`src/hdl/iirdf1_pkg.sv`:
```
// ============================================================================
// iirdf1_pkg - shared types and constants of the direct form one IIR filter
// Configuration register map, coefficient format and the bundle of register
// values passed from the register file to the datapath.
// ============================================================================
package iirdf1_pkg;

    // coefficient format: signed Q3.14 in 18 bits, three feed/back pairs
    localparam int COEF_BITS      = 18;
    localparam int COEF_PAIRS     = 3;
    localparam int TAP_COUNT_BITS = 2;
    localparam int CFG_IDX_BITS   = 3;

    // register indexes
    localparam logic [CFG_IDX_BITS-1:0] REG_TAP_COUNT  = 3'd0;
    localparam logic [CFG_IDX_BITS-1:0] REG_FEED_ZERO  = 3'd1;
    localparam logic [CFG_IDX_BITS-1:0] REG_FEED_ONE   = 3'd2;
    localparam logic [CFG_IDX_BITS-1:0] REG_FEED_TWO   = 3'd3;
    localparam logic [CFG_IDX_BITS-1:0] REG_BACK_ZERO  = 3'd4;
    localparam logic [CFG_IDX_BITS-1:0] REG_BACK_ONE   = 3'd5;
    localparam logic [CFG_IDX_BITS-1:0] REG_BACK_TWO   = 3'd6;

    // reset values: three taps, unity gain on the current sample
    localparam logic [TAP_COUNT_BITS-1:0] TAP_COUNT_RESET = 2'd3;
    localparam logic [COEF_BITS-1:0]      FEED_ZERO_RESET = 18'sd16384;

    typedef logic signed [COEF_BITS-1:0] t_coef;

    typedef struct packed {
        logic [TAP_COUNT_BITS-1:0] tap_count;
        t_coef [COEF_PAIRS-1:0]    feed;
        t_coef [COEF_PAIRS-1:0]    back;
    } t_cfg;

endpackage

```
`src/hdl/iirdf1_cfg.sv`:
```
// ============================================================================
// iirdf1_cfg - configuration register file
// Holds the tap count and the six coefficients; writes to unused indexes
// are dropped. The write channel is always ready.
// ============================================================================
module iirdf1_cfg (
    input  logic                                i_clk,
    input  logic                                i_rst_n,
    input  logic                                i_cfg_valid,
    output logic                                o_cfg_ready,
    input  logic [iirdf1_pkg::CFG_IDX_BITS-1:0] i_cfg_index,
    input  logic [iirdf1_pkg::COEF_BITS-1:0]    i_cfg_data,
    output iirdf1_pkg::t_cfg                    o_cfg
);
    import iirdf1_pkg::*;

    t_cfg r_cfg;
    t_cfg n_cfg;

    assign o_cfg_ready = 1'b1;
    assign o_cfg       = r_cfg;

    always_comb begin
        n_cfg = r_cfg;
        if (i_cfg_valid) begin
            unique case (i_cfg_index)
                REG_TAP_COUNT: n_cfg.tap_count = i_cfg_data[TAP_COUNT_BITS-1:0];
                REG_FEED_ZERO: n_cfg.feed[0]   = i_cfg_data;
                REG_FEED_ONE:  n_cfg.feed[1]   = i_cfg_data;
                REG_FEED_TWO:  n_cfg.feed[2]   = i_cfg_data;
                REG_BACK_ZERO: n_cfg.back[0]   = i_cfg_data;
                REG_BACK_ONE:  n_cfg.back[1]   = i_cfg_data;
                REG_BACK_TWO:  n_cfg.back[2]   = i_cfg_data;
                default:       n_cfg           = r_cfg;
            endcase
        end
    end

    always_ff @(posedge i_clk) begin
        if (!i_rst_n) begin
            r_cfg           <= '0;
            r_cfg.tap_count <= TAP_COUNT_RESET;
            r_cfg.feed[0]   <= FEED_ZERO_RESET;
        end else begin
            r_cfg <= n_cfg;
        end
    end

endmodule

```
`config.mk`:
```
export PLATFORM = sky130hd
export DESIGN_NAME = iirdf1_cfg
export DESIGN_NICKNAME = d
export VERILOG_FILES = /design/src/hdl/iirdf1_pkg.sv /design/src/hdl/iirdf1_cfg.sv
export SDC_FILE = /design/constraint.sdc
export NUM_CORES = 1
export LEC_CHECK = 0
export BUFFER_PORTS_ARGS = -buffer_cell sky130_fd_sc_hd__buf_2
export CAP_MARGIN = 20
export CORE_ASPECT_RATIO = 1.4
export CORE_MARGIN = 1
export CORE_UTILIZATION = 52
export CTS_BUF_LIST = sky130_fd_sc_hd__clkbuf_2 sky130_fd_sc_hd__clkbuf_4 sky130_fd_sc_hd__clkbuf_8
export DETAILED_ROUTE_END_ITERATION = 8
export PLACE_DENSITY = 0.82
export SETUP_SLACK_MARGIN = 0.1
export SYNTH_ARGS = -nofsm -noshare
export SYNTH_HDL_FRONTEND = slang
export SYNTH_SLANG_ARGS = --single-unit
```
`constraint.sdc`:
```
create_clock -name i_clk -period 1.4 [get_ports i_clk]
set_clock_uncertainty 0.2 [all_clocks]
set_input_delay 0.07 -clock i_clk [delete_from_list [all_inputs] [get_ports i_clk]]
set_output_delay 0.07 -clock i_clk [all_outputs]
set_load 0.1 [all_outputs]
```
# ---- Word level (Yosys, flattened, before mapping)
# Cells that the tools add are included.
dict set report op_classes {
  addsub 0
  mul 0
  div 0
  order_cmp 0
  n_eq_ne 6
  n_shift 0
  muxes 0
  bitwise_logic 0
  n_reduce_logical 8
}
# op count
set op_table {}
lappend op_table {{AND reduction 2 bit} 7}
lappend op_table {{equality test 3 bit, second input constant} 3}
lappend op_table {{equality test 3 x 2 -> 1 bit, second input constant} 2}
lappend op_table {{equality test 3 x 1 -> 1 bit, second input constant} 1}
lappend op_table {{logical NOT 3 bit} 1}
dict set report totals {
  regBits 110
  latchBits 0
  ramBits 0
  rom_bits 0
  output_inout_bits 111
  memories 0
}

# ---- Longest topological paths before layout
# Gate-level depths: netlist (run 1).
dict set report depth {
  ltp_word 2
  depth_mapped 5
}

# ---- Worst setup path before layout (run 1)
# No wires, ideal clock.
dict set report synth_path {
  kind {flip-flop to flip-flop}
  from {register, netlist name o_cfg[0]}
  to {register r_cfg, in the netlist o_cfg[0]}
  setup_ps 72
  arrival_ps 1158
  required_ps 1128
  setup_slack_ps -30
  path_stages_with_launch 3
  n_path_buf 0
  cell_sequence {dfxtp_1 -> nand2_1 -> mux2i_1}
}
# element line_no
set synth_rtl {}
lappend synth_rtl {{end signal: assignment} iirdf1_cfg.sv:45} ;# r_cfg <= n_cfg;
lappend synth_rtl {{end: declaration} iirdf1_cfg.sv:17} ;# t_cfg r_cfg;

==> flow_summary.yaml, run 1 <==
logic_synthesis:
  synthAdderAreaFrac_pct: 0
  synth_cells: 387
  synth_cell_types: 14
  synth_seq_area_share_pct: 53.9
  synth-compound-area-share_pct: 0
  synth_area_leaders: "dfxtp_1, mux2i_1, nand2_1"
  synth_top_area_share_pct: 53.9
  synth.largest_area_cell: "dfxtp_1"
  synthXorXnorAreaFrac_pct: 0
  syn_avg_cell_area_um2: 10.6
  yosys_warnings: 0
  synth_top_family_by_area: "multiplexers"
  muxShareOfSynthArea_pct: 27.0
  ys_seq_elements: 110
  postSynthNetCount: 411
  synth-simple-area-share_pct: 14.1
  synthesis.area_um2: 4090
setup_path:
  crit_family: "buffers and inverters"
  crit_chain: "dlygate4sd3_1 -> buf_4 -> buf_12 -> nand2_1 -> mux2i_1"
  r2r_slack_ps: 480
  cpMaxStageDelayCell: "dlygate4sd3_1"
  r2r.worst_path.cells: 2
  startpoint_type: "input pin"
  crit_arrival_ps: 1400
  worst-path-max-fanout: 50
  cpPeakStageDelay_ps: 520
  cp_num_buf_inv: 3
  r2r-end: "o_cfg[37]"
  timing.rr.start: "o_cfg[37]"
  path_class: "in2reg"
  critical_path.endpoint_type: "register"
  worstPathRequired_ps: 1490
placed_design:
  place_inst: 599
  portBuffers: 133
  place.gp.congestion: 0.735
  hpwl_um: 6350
grt:
  grt_use_total_pct: 25.9
  grt_pass1_wl_um: 16400
  grt_overflow_total: 0
  grt_max_degree: 51
  antenna_found_initial: 0
  grt_pass1_vias: 3319
detailed_routing:
  routedWlPerCell_um: 16.7
  avgViaCountPerCell: 5.14
  antenna_left: 0
  first_pass_iters: 4
  drt_iter0_drc: 108
  drc: 0
  routed_wl_um: 10600
  vias: 3261
sta:
  slew_violations: 0
  min_period_ps: 1310
  fmax_mhz: 763
  hold_viol: 0
  final-setup-viol-count: 0
  slew_headroom_pct: 64.0
  whs_ps: 25.6
  fin_crit_sh_pct: 93.6
  fin_tns_setup_ps: 0
  worstMarginPinSlew_ps: 532
  rsz0062_at_grt: "true"
run:
  max-cap-violations: 0
final_layout:
  drive_above_1_share_pct: 51.6
  multiInputGateArea_um2: 1710
  nNetsFinal: 556
  seq_area_um2: 2340
  filler_cell_count: 477
  final_common_cell: "nand2_1"
  largest_reg_flops: 110
  area_delta_synth_final_pct: 42.1
  antenna_cells: 0
  fin_cells: 634
  most-common-layout-cells: "nand2_1, mux2i_1, dfxtp_2"
clock_network:
  path_clk_slew_ps: 110
  cts_tree: "yes"
  numCtsBuffers: 9
  cts-root-buf: "clkbuf_8"
  clkLatencyLatePin_ps: 370
  clock_path_buffers: 2
  htreeDepth: 3
  cts_sinks: 110
floorplanning:
  die-area_um2: 8220
  die-height_um: 107
  initial_utilization_pct: 54.5
  pin_count: 135
  num_rows: 37
  core-area_um2: 7500
  die-width_um: 76.9
min_path:
  min_path_type: "in2reg"
  hp-start: "i_cfg_index[1]"
  min_delay_worst_endpoint: "o_cfg[109]"
  hold_depth: 4
power:
  power_frac_seq_pct: 53.8
  ir_worst_vdd_v: 0.00102
  switchingPower_mw: 1.85
  switching_share_pct: 30.5
  power.density_nw_per_um2: 1040
  intPower_mw: 4.20
  combPwrFrac_pct: 17.0
  p_leak_nw: 2.95
  pwr-share-clk_pct: 29.2
outcome:
  status: "finished, final reports clean"
## cells by family (layout without fill, tap and decap cells)
family,after synthesis,in the layout
DFF,110,110
other,1,1
and+or+nand+nor,138,138
buffers and inverters,28,178
muxes,110,110
## worst max path at each step
stage                              start         end  slack, ps  cells after the start
after global placement    i_cfg_index[1]  o_cfg[108]        130                      4
after floorplan                 o_cfg[0]    o_cfg[0]        280                      2
after detailed placement  i_cfg_index[1]  o_cfg[108]         30                      4
after CTS                      o_cfg[36]   o_cfg[36]        100                      1
final                            i_rst_n   o_cfg[16]         90                      5
after global routing             i_rst_n   o_cfg[33]         60                      5
## Yosys cell counts
cell type    n
and4bb_1     1
buf_12       1
buf_2       10
buf_4        6
buf_6        6
clkbuf_1     5
conb_1       1
dfxtp_1    110
mux2i_1    110
nand2_1    125
nand4b_1     3
nand4bb_1    2
nor2b_1      6
nor4b_1      1
## repair_timing
item | in CTS | in global routing
endpoints found under the hold margin | 110 | 0
setup endpoints to repair | 110 | 68
resized for setup | 110 | 53
buffers inserted | 0 | 0
hold buffers | 19 | 0
pin swaps | 0 | 0
## worst register-to-register path: stages, from the launching register on
cell and delay (ps):
dfxtp_2 370, nand2_1 70, mux2i_1 200
## layout make-up
class                   count  area share (%)
clock buffers              11            2.50
clock inverters             5           0.582
multi-input cells         249            29.4
flip-flops and latches    110            40.3
well taps                  97            2.09
repair buffers            162            25.1
## power groups by stage
| stage | registers, mW | clock network, mW | logic [mW] |
|---|---|---|---|
| after floorplan | 3.82 | 0 | 0.240 |
| after global placement | 3.31 | 0 | 0.901 |
| after detailed placement | 3.32 | 0 | 0.912 |
| after CTS | 3.25 | 1.78 | 0.993 |
| after global routing | 3.26 | 1.91 | 1.06 |
| final | 3.25 | 1.76 | 1.03 |
## stage by stage
stage | setup slack (ps) | instance area, um2 | total power, mW | utilization, %
floorplan | 277 | 4220 | 4.06 | -
global placement | 130 | 4970 | 4.21 | 66.3
detailed placement | 34.6 | 4970 | 4.23 | 66.3
CTS | 102 | 5620 | 6.02 | 74.9
global route | 56.8 | 5810 | 6.23 | 77.4
finish | 90.0 | 5810 | 6.04 | 77.4
## per-layer routing
layer  global-route usage (%)  up-vias  wire length [um]
li1                         -     1563                 -
met1                     28.4     1574              4080
met2                     46.7      105              5700
met3                     6.04       19               524
met4                     12.0        0               266
met5                        0        -                 0
Note: power is estimated with default switching activity, not from simulation.
==> run 2: changes to the inputs <==
CORE_UTILIZATION = 45   (was 52)
CTS_BUF_LIST = sky130_fd_sc_hd__clkbuf_8   (was sky130_fd_sc_hd__clkbuf_2 sky130_fd_sc_hd__clkbuf_4 sky130_fd_sc_hd__clkbuf_8)
PLACE_DENSITY = 0.72   (was 0.82)
==> run 2 against run 1 <==
Net effect:
- the flow now finishes with violations (negative hold slack)
- non-clock buffer count rose by 17
- first-iteration DRC count is 10% lower
- final cell count increased by 3.6%
- combinational power hardly changed
- global-route usage shrank 3.6 points
- sequential share of layout area grew 0.37 points
- cell area is 0.90% lower
- flip-flop and latch count did not move
- critical endpoint is now o_cfg[82]
==> flow_summary.yaml, run 2 (synthesized netlist as in run 1, its figures left out) <==
setup_path:
  worstPathRequired_ps: 1130
  critical_path.endpoint_type: "output pin"
  cpPeakStageDelay_ps: 350
  cpMaxStageDelayCell: "dfxtp_2"
  crit_arrival_ps: 1000
  cp_num_buf_inv: 1
  crit_family: "flip-flops"
  worst-path-max-fanout: 2
  startpoint_type: "register"
  crit_chain: "buf_4"
  path_class: "reg2out"
floorplanning:
  die-height_um: 115
  die-width_um: 82.5
  num_rows: 40
  initial_utilization_pct: 46.9
  die-area_um2: 9470
  pin_count: 135
  core-area_um2: 8710
detailed_routing:
  drc: 0
  avgViaCountPerCell: 4.98
  first_pass_iters: 4
  routed_wl_um: 10500
  vias: 3269
  routedWlPerCell_um: 15.9
  antenna_left: 0
  drt_iter0_drc: 97
sta:
  fin_crit_sh_pct: 90.7
  fmax_mhz: 787
  final-setup-viol-count: 0
  rsz0062_at_grt: "false"
  slew_violations: 0
  hold_viol: 16
  whs_ps: -13.1
  fin_tns_setup_ps: 0
  min_period_ps: 1270
final_layout:
  drive_above_1_share_pct: 50.7
  filler_cell_count: 680
  most-common-layout-cells: "buf_4, nand2_1, mux2i_1, dfxtp_2, dlygate4sd3_1"
  fin_cells: 657
  largest_reg_flops: 110
  final_util_pct: 66.1
  final_common_cell: "buf_4"
  nNetsFinal: 573
  antenna_cells: 0
  area_delta_synth_final_pct: 40.9
clock_network:
  clkLatencyLatePin_ps: 360
  clock_path_buffers: 2
  numCtsBuffers: 9
  cts-root-buf: "clkbuf_8"
  htreeDepth: 3
  cts_tree: "yes"
  cts_sinks: 110
  path_clk_slew_ps: 90
grt:
  grt_use_total_pct: 22.3
  grt_pass1_vias: 3308
  grt_max_degree: 28
  grt_overflow_total: 0
  grt_pass1_wl_um: 15800
  antenna_found_initial: 0
power:
  power.density_nw_per_um2: 1030
  p_leak_nw: 3.01
  total_power_mw: 5.93
  ir_worst_vdd_v: 0.000651
outcome:
  violations: "negative hold slack"
  status: "finished, violations left"
placed_design:
  hpwl_um: 6740
  place_inst: 619
  portBuffers: 133
  place.gp.congestion: 0.738
min_path:
  min_path_type: "in2reg"
run:
  max-cap-violations: 0
==> run 2: cell count changes in the layout (fill, tap and decap cells not counted), sizes merged <==
cell	before	now
buf	143	155
dlygate4sd3	19	23
clkinvlp	2	0
clkbuf	11	10
dlymetal6s4s	0	1
inv	1	2
==> run 2: repair_timing <==
item | in CTS | in global routing
gates resized for setup | 110 | 3
setup endpoints to repair | 110 | 9
cloned | 0 | 0
hold buffers | 23 | 3
buffers inserted | 0 | 0
pin swaps | 0 | 1
endpoints found under the hold margin | 110 | 2
==> run 2: area by class of cell <==
class	instances	area, um2	area share, %
Timing Repair Buffer	179	1430	24.9
Clock buffer	10	138	2.39
Multi-Input combinational cell	249	1700	29.5
Clock inverter	4	17.5	0.304
Sequential cell	110	2340	40.7
Tap cell	105	131	2.28
==> run 2: final timing paths <==
check / start / to / slack, ps / depth (start not counted)
worst min-delay path: i_rst_n / o_cfg[2] / -10 / 4
worst max-delay path: o_cfg[82] / o_cfg[82] / 130 / 1
worst min register to register: o_cfg[13] / o_cfg[13] / 260 / 2
worst max register to register: o_cfg[3] / o_cfg[3] / 480 / 2
==> run 2: worst reg2reg max path, stage by stage, from the launching register on <==
cell and delay, ps:
dfxtp_2 350, nand2_1 80, mux2i_1 210
==> run 2: metal layers <==
metal | wire length (um) | GRT usage (%)
met1 | 4160 | 24.3
met5 | 0 | 0
met2 | 5650 | 41.3
met4 | 255 | 10.1
met3 | 405 | 3.25
==> run 2: metrics by stage <==
stage	setup WS, ps	area, um2
6_report	130	5750
5_1_grt	101	5750
4_1_cts	105	5730
3_5_place_dp	151	5070
3_3_place_gp	224	5070
2_1_floorplan	277	4220
==> run 2: report_power, final <==
part	leakage, nW	total [mW]	internal, mW	switching [mW]
registers	0.941	3.25	3.21	0.0399
logic	1.98	1.04	0.285	0.756
clock network	0.0904	1.64	0.660	0.979
total	3.01	5.93	4.15	1.77
==> run 3: changes to the inputs <==
CORE_UTILIZATION = 50   (was 45)
GPL_ROUTABILITY_DRIVEN = 0   (was default)
PLACE_DENSITY = 0.79   (was 0.72)
==> run 3 against run 2 <==
Net effect:
- the run still ends with negative hold slack left
- power up 7.8%
- critical path depth did not move
- maximum frequency about the same
- sequential power barely moved
- die area decreased by 9.8%
- non-clock buffer count down 15
- clock power is 27% higher
- sequential share of layout area down 1.5 points
- critical endpoint is now o_cfg[62]
- highest routed layer unchanged
==> flow_summary.yaml, run 3 (synthesized netlist as in run 1, its figures left out) <==
outcome:
  status: "finished, violations left"
  violations: "negative hold slack"
setup_path:
  cpPeakStageDelay_ps: 350
  path_class: "reg2out"
  worst-path-max-fanout: 2
  startpoint_type: "register"
  crit_family: "flip-flops"
  timing.rr.start: "o_cfg[55]"
  crit_chain: "buf_4"
  crit_arrival_ps: 1000
  cp_num_buf_inv: 1
  cpMaxStageDelayCell: "dfxtp_2"
  startpoint: "o_cfg[62]"
  critical_path.endpoint_type: "output pin"
  worstPathRequired_ps: 1130
clock_network:
  clock_path_buffers: 2
  cts-root-buf: "clkbuf_8"
  numCtsBuffers: 9
  path_clk_slew_ps: 100
  cts_sinks: 110
  cts_tree: "yes"
  htreeDepth: 3
  hold_buffers: 18
  post-cts-setup-buffers: 0
  clkLatencyLatePin_ps: 360
final_layout:
  nNetsFinal: 558
  area_delta_synth_final_pct: 46.4
  final_common_cell: "nand2_1"
  antenna_cells: 0
  most-common-layout-cells: "nand2_1, mux2i_1, dfxtp_2"
  largest_reg_flops: 110
  drive_above_1_share_pct: 50.8
  filler_cell_count: 520
floorplanning:
  core-area_um2: 7850
  pin_count: 135
  die-height_um: 109
  initial_utilization_pct: 52.1
  die-area_um2: 8540
  die-width_um: 78.4
  num_rows: 38
min_path:
  hp-start: "i_rst_n"
  min_path_type: "in2reg"
sta:
  setup_ws_ps: 129
  fin_crit_sh_pct: 90.8
  final-setup-viol-count: 0
  min_period_ps: 1270
  hold_viol: 15
  rsz0062_at_grt: "false"
  fin_tns_setup_ps: 0
  slew_violations: 0
  whs_ps: -172
  fmax_mhz: 787
grt:
  grt_max_degree: 49
  grt_use_total_pct: 24.8
  grt_pass1_vias: 3367
  grt_overflow_total: 0
  antenna_found_initial: 0
  grt_pass1_wl_um: 16200
power:
  p_leak_nw: 3.01
  power.density_nw_per_um2: 1070
  switching_share_pct: 29.4
  combPwrFrac_pct: 16.4
  intPower_mw: 4.51
  ir_worst_vdd_v: 0.000784
  switchingPower_mw: 1.88
  power_frac_seq_pct: 51.0
  pwr-share-clk_pct: 32.6
run:
  max-cap-violations: 0
detailed_routing:
  drc: 0
  routed_wl_um: 11200
  vias: 3291
  routedWlPerCell_um: 17.5
  antenna_left: 0
  drt_iter0_drc: 130
  avgViaCountPerCell: 5.15
  first_pass_iters: 4
placed_design:
  hpwl_um: 6560
  portBuffers: 133
  dp_slack_ps: 177
-- run 3: cell type report --
type | count | area (um2) | area share [%]
clock inverters | 7 | 97.6 | 1.63
flip-flops and latches | 110 | 2340 | 39.1
repair buffers | 164 | 1600 | 26.8
well taps | 100 | 125 | 2.09
clock buffers | 9 | 124 | 2.07
multi-input cells | 249 | 1690 | 28.3
-- run 3: through the flow --
stage                     area, um2  utilization, %  instances  hold slack, ps  total power [mW]
after global routing           5980            76.3        639            -178              6.61
final                          5980            76.3        639            -172              6.39
after floorplan                4220               -        387            30.2              4.06
after CTS                      5700            72.6        639            -199              6.37
after detailed placement       5000            63.7        605             156              4.24
after global placement         5000            63.7        605             144              4.22
-- run 3: final timing paths --
check / end / slack (ps) / cells after the start
hold reg to reg: o_cfg[9] / 260 / 2
setup / recovery: o_cfg[62] / 130 / 1
setup reg to reg: o_cfg[55] / 490 / 2
hold / removal: o_cfg[75] / -170 / 3
-- run 3: routing by layer --
metal / track usage (%) / part of all wire (%) / up-vias
li1: - / - / 1562
met1: 27.5 / 38 / 1599
met2: 44.2 / 55 / 108
met3: 6.11 / 4.3 / 22
met4: 12.0 / 2.4 / 0
met5: 0 / 0 / -
-- run 3: power groups by stage --
stage / registers (mW) / logic (mW) / clock network [mW]
2_1_floorplan: 3.82 / 0.240 / 0
3_3_place_gp: 3.31 / 0.909 / 0
3_5_place_dp: 3.32 / 0.921 / 0
4_1_cts: 3.25 / 1.00 / 2.12
5_1_grt: 3.27 / 1.08 / 2.26
6_report: 3.26 / 1.05 / 2.08
-- run 3: repair_timing --
| action | in CTS | in global routing |
|---|---|---|
| setup endpoints to repair | 110 | 76 |
| pin swaps | 0 | 0 |
| gates resized for setup | 116 | 76 |
| endpoints found under the hold margin | 110 | 19 |
